File: src/rtl/bfk_pkg.sv
// package for the brute force k-nearest-neighbor search block
// types, sizes and state codes used by the controller, datapath and top level; no dependencies
`default_nettype none
package bfk_pkg;

    localparam int MaxBase = 1024;
    localparam int MaxDim = 128;
    localparam int MaxK = 64;
    localparam int CompBits = 16;
    localparam int StoreDepth = MaxBase * MaxDim;
    localparam int StoreAw = $clog2(StoreDepth);
    localparam int DimAw = $clog2(MaxDim);
    localparam int BaseIw = $clog2(MaxBase);
    localparam int KAw = $clog2(MaxK);
    localparam int DistBits = 39;
    localparam int DiffBits = CompBits + 1;
    localparam int SqBits = 2 * CompBits;
    localparam logic [DistBits-1:0] DistMax = {DistBits{1'b1}};

    localparam logic [1:0] RegDim = 2'd0;
    localparam logic [1:0] RegBase = 2'd1;
    localparam logic [1:0] RegK = 2'd2;

    typedef struct packed {
        logic                       req_type;
        logic signed [CompBits-1:0] component_value;
    } in_item_t;

    typedef struct packed {
        logic [5:0]          neighbor_rank;
        logic [9:0]          neighbor_index;
        logic [DistBits-1:0] neighbor_distance;
        logic                found;
        logic                last_of_query;
    } out_item_t;

    typedef enum logic [3:0] {
        ST_IDLE,
        ST_CLEAR,
        ST_DIST,
        ST_DRAIN,
        ST_SCAN,
        ST_SHIFT,
        ST_EMIT_RD,
        ST_EMIT_WAIT,
        ST_EMIT
    } state_t;

    // commands from controller to datapath
    typedef struct packed {
        logic load_base;
        logic load_query;
        logic clr_best;
        logic dist_start;
        logic dist_step;
        logic dist_done;
        logic scan_start;
        logic scan_step;
        logic shift_step;
        logic insert;
        logic emit_start;
        logic emit_step;
        logic emit_latch;
        logic emit_read;
    } cmd_t;

    // status from datapath to controller
    typedef struct packed {
        logic last_query;
        logic clr_last;
        logic dim_last;
        logic base_last;
        logic better;
        logic scan_found;
        logic shift_last;
        logic emit_last;
    } stat_t;

endpackage
`default_nettype wire

File: src/rtl/bfk_ctrl.sv
// controller state machine of the k-nearest-neighbor search
// depends on bfk_pkg
`default_nettype none
module bfk_ctrl (
    input  wire logic           clk,
    input  wire logic           rst_n,
    input  wire logic           in_fire,
    input  wire logic           in_query,
    input  wire logic           out_free,
    input  wire bfk_pkg::stat_t stat,
    output bfk_pkg::cmd_t       cmd,
    output logic                in_ready
);

    bfk_pkg::state_t state_reg, state_next;
    logic [2:0] drain_reg, drain_next;

    // state register
    always_ff @(posedge clk or negedge rst_n)
    begin
        if (!rst_n)
        begin
            state_reg <= bfk_pkg::ST_IDLE;
            drain_reg <= '0;
        end
        else
        begin
            state_reg <= state_next;
            drain_reg <= drain_next;
        end
    end

    // next state
    always_comb
    begin
        state_next = state_reg;
        drain_next = drain_reg;
        unique case (state_reg)
            bfk_pkg::ST_IDLE:
            begin
                if (in_fire && in_query && stat.last_query)
                begin
                    state_next = bfk_pkg::ST_CLEAR;
                end
            end
            bfk_pkg::ST_CLEAR:
            begin
                if (stat.clr_last)
                begin
                    state_next = bfk_pkg::ST_DIST;
                end
            end
            bfk_pkg::ST_DIST:
            begin
                if (stat.dim_last)
                begin
                    state_next = bfk_pkg::ST_DRAIN;
                    drain_next = 3'd4;
                end
            end
            bfk_pkg::ST_DRAIN:
            begin
                drain_next = drain_reg - 3'd1;
                if (drain_reg == 3'd0)
                begin
                    state_next = stat.better ? bfk_pkg::ST_SCAN
                        : (stat.base_last ? bfk_pkg::ST_EMIT_RD : bfk_pkg::ST_DIST);
                end
            end
            bfk_pkg::ST_SCAN:
            begin
                if (stat.scan_found)
                begin
                    state_next = bfk_pkg::ST_SHIFT;
                end
            end
            bfk_pkg::ST_SHIFT:
            begin
                if (stat.shift_last)
                begin
                    state_next = stat.base_last ? bfk_pkg::ST_EMIT_RD : bfk_pkg::ST_DIST;
                end
            end
            bfk_pkg::ST_EMIT_RD:
            begin
                state_next = bfk_pkg::ST_EMIT_WAIT;
            end
            bfk_pkg::ST_EMIT_WAIT:
            begin
                if (out_free)
                begin
                    state_next = bfk_pkg::ST_EMIT;
                end
            end
            bfk_pkg::ST_EMIT:
            begin
                state_next = stat.emit_last ? bfk_pkg::ST_IDLE : bfk_pkg::ST_EMIT_WAIT;
            end
            default:
            begin
                state_next = bfk_pkg::ST_IDLE;
            end
        endcase
    end

    // outputs
    always_comb
    begin
        cmd = '0;
        in_ready = 1'b0;
        unique case (state_reg)
            bfk_pkg::ST_IDLE:
            begin
                in_ready = 1'b1;
                cmd.load_base = in_fire && !in_query;
                cmd.load_query = in_fire && in_query;
                cmd.dist_start = in_fire && in_query && stat.last_query;
            end
            bfk_pkg::ST_CLEAR:
            begin
                cmd.clr_best = 1'b1;
            end
            bfk_pkg::ST_DIST:
            begin
                cmd.dist_step = 1'b1;
            end
            bfk_pkg::ST_DRAIN:
            begin
                cmd.dist_done = (drain_reg == 3'd0);
                cmd.scan_start = (drain_reg == 3'd0);
            end
            bfk_pkg::ST_SCAN:
            begin
                cmd.scan_step = 1'b1;
            end
            bfk_pkg::ST_SHIFT:
            begin
                cmd.shift_step = 1'b1;
                cmd.insert = stat.shift_last;
            end
            bfk_pkg::ST_EMIT_RD:
            begin
                cmd.emit_start = 1'b1;
                cmd.emit_read = 1'b1;
            end
            bfk_pkg::ST_EMIT_WAIT:
            begin
                cmd.emit_latch = out_free;
                cmd.emit_read = 1'b1;
            end
            bfk_pkg::ST_EMIT:
            begin
                cmd.emit_step = 1'b1;
                cmd.emit_read = 1'b1;
            end
            default:
            begin
                cmd = '0;
            end
        endcase
    end

endmodule
`default_nettype wire

File: config.mk
export PLATFORM = sky130hd
export DESIGN_NAME = bfk_ctrl
export DESIGN_NICKNAME = d
export VERILOG_FILES = /design/src/rtl/bfk_pkg.sv /design/src/rtl/bfk_ctrl.sv
export SDC_FILE = /design/constraint.sdc
export NUM_CORES = 1
export LEC_CHECK = 0
export BUFFER_PORTS_ARGS = -buffer_cell sky130_fd_sc_hd__buf_2
export CORE_ASPECT_RATIO = 0.8
export CORE_MARGIN = 3
export CORE_UTILIZATION = 33
export DETAILED_ROUTE_END_ITERATION = 10
export SYNTH_ARGS = -nofsm -noshare
export SYNTH_HDL_FRONTEND = slang
export SYNTH_SLANG_ARGS = --single-unit
File: constraint.sdc
create_clock -name clk -period 4.9 [get_ports clk]
set_input_delay 0.245 -clock clk [delete_from_list [all_inputs] [get_ports clk]]
set_output_delay 0.245 -clock clk [all_outputs]
set_load 0.005 [all_outputs]
[After elaboration in Yosys (flattened, before gate mapping)]
Index checks and enable logic that the tools add are counted.
Word-level totals
  bits in registers: 7
  input port bits: 13
  output and inout port bits: 15
  word-level logic and storage cells: 53
Operators by class
  add/sub/neg operators: 1
  equality and inequality tests: 15
  mux-type cells: 25
  reduce and logical (&&, ||, !) cells: 10
Operators with widths (number)
  4-bit one-hot mux with 9 select lines: 1
  4-bit 2-to-1 mux: 8
  4-bit by 3-bit == test with 1-bit output, second input constant: 4
  2-bit inequality test, second input constant: 7
  1-bit 2-to-1 mux: 9
  3-bit 2-to-1 mux: 3
  4-bit by 2-bit == test with 1-bit output, second input constant: 2
  7-bit AND reduction: 1
  2-bit 2-to-1 mux: 3
  3-bit one-hot mux with 2 select lines: 1
  4-bit by 1-bit == test with 1-bit output, second input constant: 1
  4-bit == test, second input constant: 1
  4-bit logical NOT: 1
  1-bit logical AND: 3
  3-bit logical NOT: 1
  3-bit OR reduction: 1
  3-bit by 1-bit subtractor with 3-bit output, second input constant: 1
  2-bit AND reduction: 1
  2-bit nonzero test: 1
  1-bit logical NOT: 1

[Longest topological paths before layout]
Gate-level depths: netlist of the first run.
  depth in word-level cells: 4
  mapped depth: 6
  depth with buffers taken out: 5

[Worst setup path before layout of the first run]
No wires, ideal clock.
  path type: register -> register
  from: reg state_reg[0]
  to: reg state_reg[0]
  setup time: 0.127 ns
  data arrival time: 1.539 ns
  required time: 4.773 ns
  setup slack: 3.234 ns
  cell stages (with the launch flop): 6
  buffers on the path: 1
  period minus slack after synthesis: 1.666 ns
  cells stage by stage: dfrtp_1 buf_4 mux2_1 o22ai_1 a2111oi_2 mux2_1
On the way
  longest elaborated chain between the ends: 3
  elaborated cells on any way between the ends: 18
  classes of those cells: eq/ne (15); mux (1); reduce/logical (2)
RTL lines
  start, declared: line bfk_ctrl.sv:15  | bfk_pkg::state_t state_reg, state_next;
  start signal, assigned: line bfk_ctrl.sv:23  | state_reg <= bfk_pkg::ST_IDLE;
  start signal, assigned: line bfk_ctrl.sv:28  | state_reg <= state_next;
  4-bit by 2-bit == test with 1-bit output (tied with other cells): line bfk_ctrl.sv:38  | unique case (state_reg)
  2-bit inequality test (no line)
  7-bit AND reduction (no line)
Several ways; a longest one is shown, not always the timed one.
A chain may end at the register's enable or synchronous reset.

==> results.sh, run 1 <==
export IMPL_cts_root_to_sink_buffers=2
export IMPL_num_cts_buffers=3
export IMPL_place_congestion=0.783
export IMPL_path_max_fanout=17
export IMPL_synth_yosys_warnings=0
export IMPL_num_nets_final=120
export IMPL_worst_setup_path_end_kind="output port"
export IMPL_fp_dieArea_um2=2570
export IMPL_grt_remaining_overflow=0
export IMPL_postRouteAntennaNets=0
export IMPL_fp_dieH_um=45.9
export IMPL_fill_cells=168
export IMPL_worst_pin_slew_ns=0.595
export IMPL_clock_sinks=7
export IMPL_rows=13
export IMPL_grt_pass1_vias=570
export IMPL_timing_final_crit_share_pct=42.1
export IMPL_cap_viol_max_count=0
export IMPL_holdPathEnd="state_reg[3]"
export IMPL_vias=636
export IMPL_mappedNetlistNets=94
export IMPL_timing_setup_critical_path_class="flip-flop to output port"
export IMPL_yosys_top_cell_by_area="sky130_fd_sc_hd__dfrtp_1"
export IMPL_insertion_delay_ns=0.26
export IMPL_grtUsageTotal_pct=12.7
export IMPL_ioPinCount=28
export IMPL_n_antenna_cell=0
export IMPL_run_status="finished, final reports clean"
export IMPL_final_hpwl_from_detailed_placement_um=1150
export IMPL_postCtsSetupBuffers=0
export IMPL_final_hold_viol_count=0
export IMPL_worstRegToRegCells=4
export IMPL_areaGrowthSynthToFinish_pct=22.7
export IMPL_design_area_um2=806
export IMPL_timing_hold_worst_class="input pin to flip-flop"
export IMPL_starting_density_of_the_core_pct=37.7
export IMPL_synth_edff_count=0
export IMPL_final_core_util_pct=46.3
export IMPL_fin_crit_ns=2.06
export IMPL_core_region_area_um2=1740
export IMPL_timing_final_setup_violations=0
export IMPL_start_kind="flip-flop"
export IMPL_vdd_ir_drop_worst_v=0.000355
export IMPL_ys_seq_elements=7
export IMPL_synth_top_cell_area_share_pct=26.7
export IMPL_finalClockSkew_ns=0.0107
export IMPL_holdPathStages=3
export IMPL_power_per_cell_area_nw_per_um2=580
export IMPL_regToRegEndpoint="state_reg[0]"
export IMPL_cts_clk_slew_worst_paths_ns=0.06
export IMPL_post_synth_instance_area_um2=657
export IMPL_grt_setup_unrepaired="false"
export IMPL_postSynth_asyncResetShare_pct=100
export IMPL_grt_first_pass_wirelength_um=2530
export IMPL_multiInputGateArea_um2=409
export IMPL_total_length_of_routed_wires_um=1480
export IMPL_synth_area_per_cell_um2=8.31
export IMPL_cts_tree="built"
export IMPL_sequential_cell_area_fraction_in_the_yosys_report_pct=26.7
export IMPL_critical_path_arrival_ns=1.82
export IMPL_yosys_cell_types_count=33
export IMPL_grt_start_max_net_pins=20
export IMPL_r2r_start="state_reg[0]"
export IMPL_firstDrtPassIters=4
export IMPL_crit_required_ns=4.66
export IMPL_cts_root_buffer="sky130_fd_sc_hd__clkbuf_4"
export IMPL_hold_start="out_free"
export IMPL_number_of_input_and_output_port_buffers_inserted=27
export IMPL_achievable_frequency_mhz=484
export IMPL_max_reg_flops=4
export IMPL_setup_tns_final_ns=0
export IMPL_via_density_per_instance=5.05
export IMPL_drt_initial_drc_count=14
export IMPL_maxSlewHeadroom_pct=60.3
export IMPL_r2r_slack_ns=2.86
export IMPL_cts_h_tree_depth=1
export IMPL_number_of_antenna_violations_at_the_first_check_in_global_routing=0
export IMPL_synth_cells=79
export IMPL_final_hold_worst_slack_ns=0.280
export IMPL_placed_cell_area_um2=769
export IMPL_remaining_drc_errors=0
export IMPL_average_wire_length_per_cell_after_detail_routing_um=11.7
export IMPL_ff_latch_area_um2=175
export IMPL_leak_pwr_nw=0.414
export IMPL_final_layout_size_suffix_gt1_share_pct=32.7
export IMPL_yosys_top_cells_area="sky130_fd_sc_hd__dfrtp_1 27%, sky130_fd_sc_hd__mux2_1 5.1%, sky130_fd_sc_hd__o2bb2ai_4 4.2%, sky130_fd_sc_hd__nand2_1 4.0%, sky130_fd_sc_hd__nor2_1 4.0%"
export IMPL_ys_flop_type="sky130_fd_sc_hd__dfrtp_1"
export IMPL_slew_viol_final=0
export IMPL_die_w_um=55.9
final cells by class:
type / count / area share [%]
multi-input combinational: 59 / 50.8
sequential: 7 / 21.7
timing repair buffer: 28 / 18.0
tap: 22 / 3.42
clock buffer: 4 / 3.26
inverter: 6 / 2.80
through the flow:
step	instances	power, W	setup slack, ns
CTS	126	0.000470	2.83
global placement	121	0.000412	2.95
global route	126	0.000522	2.64
floorplan	79	0.000361	3.23
detailed placement	121	0.000412	2.88
finish	126	0.000468	2.84
worst max-delay path, cell delays in order (launching register included):
cell and delay [ns]:
sky130_fd_sc_hd__dfrtp_1 0.56, sky130_fd_sc_hd__nor4_2 0.53, sky130_fd_sc_hd__and3_1 0.25, sky130_fd_sc_hd__and2_1 0.12, sky130_fd_sc_hd__buf_2 0.10
worst max-delay path by stage:
| stage | from | end | slack [ns] |
|---|---|---|---|
| after CTS | state_reg[1] | cmd[10] | 2.83 |
| after detailed placement | state_reg[0] | state_reg[0] | 2.88 |
| after floorplan | state_reg[0] | state_reg[0] | 3.23 |
| after global routing | state_reg[1] | cmd[10] | 2.64 |
| final | state_reg[1] | cmd[10] | 2.84 |
| after global placement | state_reg[0] | state_reg[1] | 2.95 |
synthesized netlist by cell type (2+ instances only):
master and n:
sky130_fd_sc_hd__dfrtp_1 7, sky130_fd_sc_hd__nand2_1 7, sky130_fd_sc_hd__nor2_1 7, sky130_fd_sc_hd__inv_1 6
sky130_fd_sc_hd__nand2b_1 4, sky130_fd_sc_hd__nor3_1 4, sky130_fd_sc_hd__o21ai_0 4, sky130_fd_sc_hd__a21oi_1 3
sky130_fd_sc_hd__mux2_1 3, sky130_fd_sc_hd__nand3_1 3, sky130_fd_sc_hd__nor3b_1 3, sky130_fd_sc_hd__o22ai_1 3
sky130_fd_sc_hd__and2_1 2, sky130_fd_sc_hd__buf_4 2, sky130_fd_sc_hd__buf_6 2, sky130_fd_sc_hd__ha_1 2
logic make-up (layout without fill, tap and decap cells):
family / after synthesis / count (layout) / synth area share (%)
and+or+nand+nor: 36 / 36 / 31.4
AOI/OAI and AO/OA: 16 / 16 / 19.0
buffers and inverters: 13 / 38 / 11.0
DFF: 7 / 7 / 26.7
muxes: 4 / 4 / 6.67
adders and majority gates: 2 / 2 / 3.81
xor gates and xnor gates: 1 / 1 / 1.33
power breakdown:
part / switching, W / internal (W) / total, W
clock network: 0.0000228 / 0.0000312 / 0.0000540
registers: 0.0000637 / 0.0000841 / 0.000148
logic: 0.000127 / 0.000139 / 0.000266
total: 0.000214 / 0.000254 / 0.000468
metal layers:
metal / share of wire, % / vias up / track usage (%)
met2: 43 / 23 / 18.9
met4: 0 / 0 / 2.37
met5: 0 / - / 0
li1: - / 326 / -
met3: 8.3 / 0 / 6.23
met1: 49 / 287 / 16.8
cell usage in the layout, fill, tap and decap left out, types with 2 or more instances in the layout:
| master | netlist | routed |
|---|---|---|
| sky130_fd_sc_hd__a21oi_1 | 3 | 3 |
| sky130_fd_sc_hd__and2_1 | 2 | 2 |
| sky130_fd_sc_hd__buf_2 | 1 | 27 |
| sky130_fd_sc_hd__clkbuf_4 | 0 | 3 |
| sky130_fd_sc_hd__dfrtp_1 | 7 | 7 |
| sky130_fd_sc_hd__ha_1 | 2 | 2 |
| sky130_fd_sc_hd__inv_1 | 6 | 6 |
| sky130_fd_sc_hd__mux2_1 | 3 | 3 |
| sky130_fd_sc_hd__nand2_1 | 7 | 7 |
| sky130_fd_sc_hd__nand2b_1 | 4 | 4 |
| sky130_fd_sc_hd__nand3_1 | 3 | 3 |
| sky130_fd_sc_hd__nor2_1 | 7 | 7 |
| sky130_fd_sc_hd__nor3_1 | 4 | 4 |
| sky130_fd_sc_hd__nor3b_1 | 3 | 3 |
| sky130_fd_sc_hd__o21ai_0 | 4 | 4 |
| sky130_fd_sc_hd__o22ai_1 | 3 | 3 |
what timing repair did:
action | in CTS | in global routing
hold buffers | 1 | 0
gates resized for setup | 0 | 0
endpoints found under the setup margin | 0 | 0
endpoints found under the hold margin | 7 | 0
Power figures use the tool's default switching activity.
==> inputs of run 2 (changes only) <==
--- a/config.mk
+++ b/config.mk
@@ -5,6 +5,7 @@
 export SDC_FILE = /design/constraint.sdc
 export NUM_CORES = 1
 export LEC_CHECK = 0
+export ABC_AREA = 1
 export BUFFER_PORTS_ARGS = -buffer_cell sky130_fd_sc_hd__buf_2
 export CORE_ASPECT_RATIO = 0.8
 export CORE_MARGIN = 3
==> constraint.sdc (replaced) <==
create_clock -name clk -period 1.77 [get_ports clk]
set_input_delay 0.0885 -clock clk [delete_from_list [all_inputs] [get_ports clk]]
set_output_delay 0.0885 -clock clk [all_outputs]
set_load 0.005 [all_outputs]
==> results.sh, run 2 <==
export IMPL_grt_setup_unrepaired="false"
export IMPL_global_route_usage_met2_pct=23.3
export IMPL_n_antenna_cell=0
export IMPL_r2r_start="drain_reg[0]"
export IMPL_total_length_of_routed_wires_um=1620
export IMPL_achievable_frequency_mhz=646
export IMPL_worst_pin_slew_ns=0.288
export IMPL_cts_clk_slew_worst_paths_ns=0.05
export IMPL_postRouteAntennaNets=0
export IMPL_worst_setup_path_end_kind="output port"
export IMPL_grt_first_pass_wirelength_um=2820
export IMPL_sequential_cell_area_fraction_in_the_yosys_report_pct=26.3
export IMPL_final_layout_size_suffix_gt1_share_pct=29.6
export IMPL_drt_initial_drc_count=40
export IMPL_cts_tree="built"
export IMPL_post_synth_instance_area_um2=667
export IMPL_timing_final_setup_violations=0
export IMPL_start_kind="flip-flop"
export IMPL_yosys_top_cells_area="sky130_fd_sc_hd__dfrtp_1 26%, sky130_fd_sc_hd__inv_1 15%, sky130_fd_sc_hd__nand2_1 15%, sky130_fd_sc_hd__nand3_1 9.8%, sky130_fd_sc_hd__nor2_1 9.0%"
export IMPL_total_power_w=0.00117
export IMPL_clock_sinks=7
export IMPL_areaGrowthSynthToFinish_pct=28.7
export IMPL_cap_viol_max_count=0
export IMPL_ys_seq_elements=7
export IMPL_fp_dieArea_um2=2600
export IMPL_crit_path_cell_trace="nor2_2, inv_1, nor2_1, inv_1, nor2_1, buf_2"
export IMPL_layout_commonest_cell="sky130_fd_sc_hd__buf_2"
export IMPL_max_reg_flops=4
export IMPL_postCtsSetupBuffers=0
export IMPL_synth_area_per_cell_um2=6.01
export IMPL_num_nets_final=158
export IMPL_worst_path_largest_cell_delay_ns=0.43
export IMPL_holdPathEnd="state_reg[3]"
export IMPL_power_per_cell_area_nw_per_um2=1360
export IMPL_final_hpwl_from_detailed_placement_um=1420
export IMPL_fin_crit_ns=1.55
export IMPL_leak_pwr_nw=0.594
export IMPL_mostFrequentLayoutCells="27 x sky130_fd_sc_hd__buf_2, 26 x sky130_fd_sc_hd__inv_1, 26 x sky130_fd_sc_hd__nand2_1"
export IMPL_cts_h_tree_depth=1
export IMPL_via_density_per_instance=4.41
export IMPL_vias=724
export IMPL_holdPathStages=3
export IMPL_post_layout_nonfiller_instances=164
export IMPL_starting_density_of_the_core_pct=38.0
export IMPL_design_area_um2=858
export IMPL_worst_path_max_delay_cell="sky130_fd_sc_hd__dfrtp_1"
export IMPL_placed_cell_area_um2=822
export IMPL_final_hold_viol_count=0
export IMPL_maxSlewHeadroom_pct=80.8
export IMPL_grtUsageTotal_pct=14.3
export IMPL_multiInputGateArea_um2=383
export IMPL_number_of_antenna_violations_at_the_first_check_in_global_routing=0
export IMPL_cts_hold_repair_buffers=1
export IMPL_top_usage_layer="met2"
export IMPL_ys_flop_type="sky130_fd_sc_hd__dfrtp_1"
export IMPL_number_of_input_and_output_port_buffers_inserted=27
export IMPL_regToRegEndpoint="state_reg[1]"
export IMPL_firstDrtPassIters=4
export IMPL_grt_remaining_overflow=0
export IMPL_synth_cells=111
export IMPL_run_status="finished, final reports clean"
export IMPL_average_wire_length_per_cell_after_detail_routing_um=9.86
export IMPL_postSynth_asyncResetShare_pct=100
export IMPL_ioPinCount=28
export IMPL_synth_edff_count=0
export IMPL_critical_path_arrival_ns=1.46
export IMPL_num_cts_buffers=3
export IMPL_grt_use_met3_pct=6.44
export IMPL_slew_viol_final=0
export IMPL_setup_tns_final_ns=0
export IMPL_core_region_area_um2=1760
export IMPL_timing_hold_worst_class="input pin to flip-flop"
export IMPL_grt_start_max_net_pins=9
export IMPL_remaining_drc_errors=0
export IMPL_r2r_slack_ns=0.46
export IMPL_cts_root_to_sink_buffers=2
export IMPL_grt_pass1_vias=669
export IMPL_grt_met1_usage_pct=17.8
export IMPL_cts_root_buffer="sky130_fd_sc_hd__clkbuf_4"
export IMPL_cts_resized=0
export IMPL_synth_top_cell_area_share_pct=26.3
export IMPL_path_max_fanout=7
export IMPL_crit_required_ns=1.68
export IMPL_yosys_top_cell_by_area="sky130_fd_sc_hd__dfrtp_1"
export IMPL_die_w_um=56.3
export IMPL_final_core_util_pct=48.9
export IMPL_insertion_delay_ns=0.25
export IMPL_yosys_cell_types_count=19
export IMPL_rows=13
export IMPL_finalClockSkew_ns=0.00318
export IMPL_most_common_library_cells_after_synthesis="26 x sky130_fd_sc_hd__inv_1, 26 x sky130_fd_sc_hd__nand2_1, 16 x sky130_fd_sc_hd__nor2_1, 13 x sky130_fd_sc_hd__nand3_1, 7 x sky130_fd_sc_hd__dfrtp_1"
export IMPL_timing_setup_critical_path_class="flip-flop to output port"
export IMPL_timing_final_crit_share_pct=87.4
export IMPL_place_congestion=0.875
export IMPL_vdd_ir_drop_worst_v=0.000900
export IMPL_ff_latch_area_um2=175
export IMPL_hold_start="out_free"
export IMPL_mappedNetlistNets=126
export IMPL_synth_yosys_warnings=0
export IMPL_fill_cells=187
export IMPL_worstRegToRegCells=9
export IMPL_placed_cells=159
export IMPL_fp_dieH_um=46.2
-- run 2: cell types whose count changed in the layout (fill, tap and decap cells not counted), moves of 3 or more --
cell	before	now
sky130_fd_sc_hd__o21ai_0	4	1
sky130_fd_sc_hd__nand2b_1	4	0
sky130_fd_sc_hd__mux2_1	3	0
sky130_fd_sc_hd__nor2_4	0	3
sky130_fd_sc_hd__nor2_2	0	5
sky130_fd_sc_hd__nand2_1	7	26
sky130_fd_sc_hd__nand3_1	3	13
sky130_fd_sc_hd__nor2_1	7	16
sky130_fd_sc_hd__nor3_1	4	0
sky130_fd_sc_hd__inv_1	6	26
-- run 2: final cells by class --
class | instances | area share (%)
multi-input combinational | 76 | 44.6
timing repair buffer | 28 | 16.9
clock buffer | 4 | 3.06
tap | 22 | 3.21
sequential | 7 | 20.4
inverter | 27 | 11.8
-- run 2: worst max-delay path by stage --
stage                            start           end  slack [ns]  cells after the start
after global routing      state_reg[1]       cmd[12]        0.02                      6
after global placement    drain_reg[0]  state_reg[1]        0.46                      9
final                     state_reg[1]       cmd[12]        0.22                      6
after floorplan           drain_reg[0]  state_reg[1]        0.58                      9
after CTS                 state_reg[1]       cmd[12]        0.22                      6
after detailed placement  drain_reg[0]  state_reg[1]        0.46                      9
-- run 2: worst max-delay path, delay by kind of cell, from the launching register on --
kind                   cells  cell delay, ns
AND/OR/NAND/NOR            3            0.53
flip-flops                 1            0.43
buffers and inverters      3            0.25
-- run 2: routing by layer --
metal	up-vias	share of wire, %
met5	-	0
met3	0	6.8
met1	305	48
li1	395	-
met4	0	0
met2	24	45
-- run 2: report_power, final --
group          switching, W  internal [W]
sequential        0.0000574      0.000224
combinational      0.000467      0.000283
clock             0.0000526     0.0000856
total              0.000577      0.000592
-- run 2: kinds of logic (layout without fill, tap and decap cells) --
family / after synthesis / in the layout / share of synthesized area (%)
flip-flops: 7 / 7 / 26.3
buffers and inverters: 28 / 59 / 16.3
AND/OR/NAND/NOR: 67 / 67 / 47.1
AO/OA/AOI/OAI: 6 / 6 / 5.25
adder cells (fa/ha/maj): 2 / 2 / 3.75
XOR/XNOR: 1 / 1 / 1.31
-- run 2: per-stage QoR --
stage / worst slack (ns) / hold slack, ns
2_1_floorplan: 0.577 / -0.207
3_3_place_gp: 0.456 / -0.0676
3_5_place_dp: 0.463 / -0.0706
4_1_cts: 0.219 / 0.0995
5_1_grt: 0.0226 / 0.108
6_report: 0.223 / 0.107
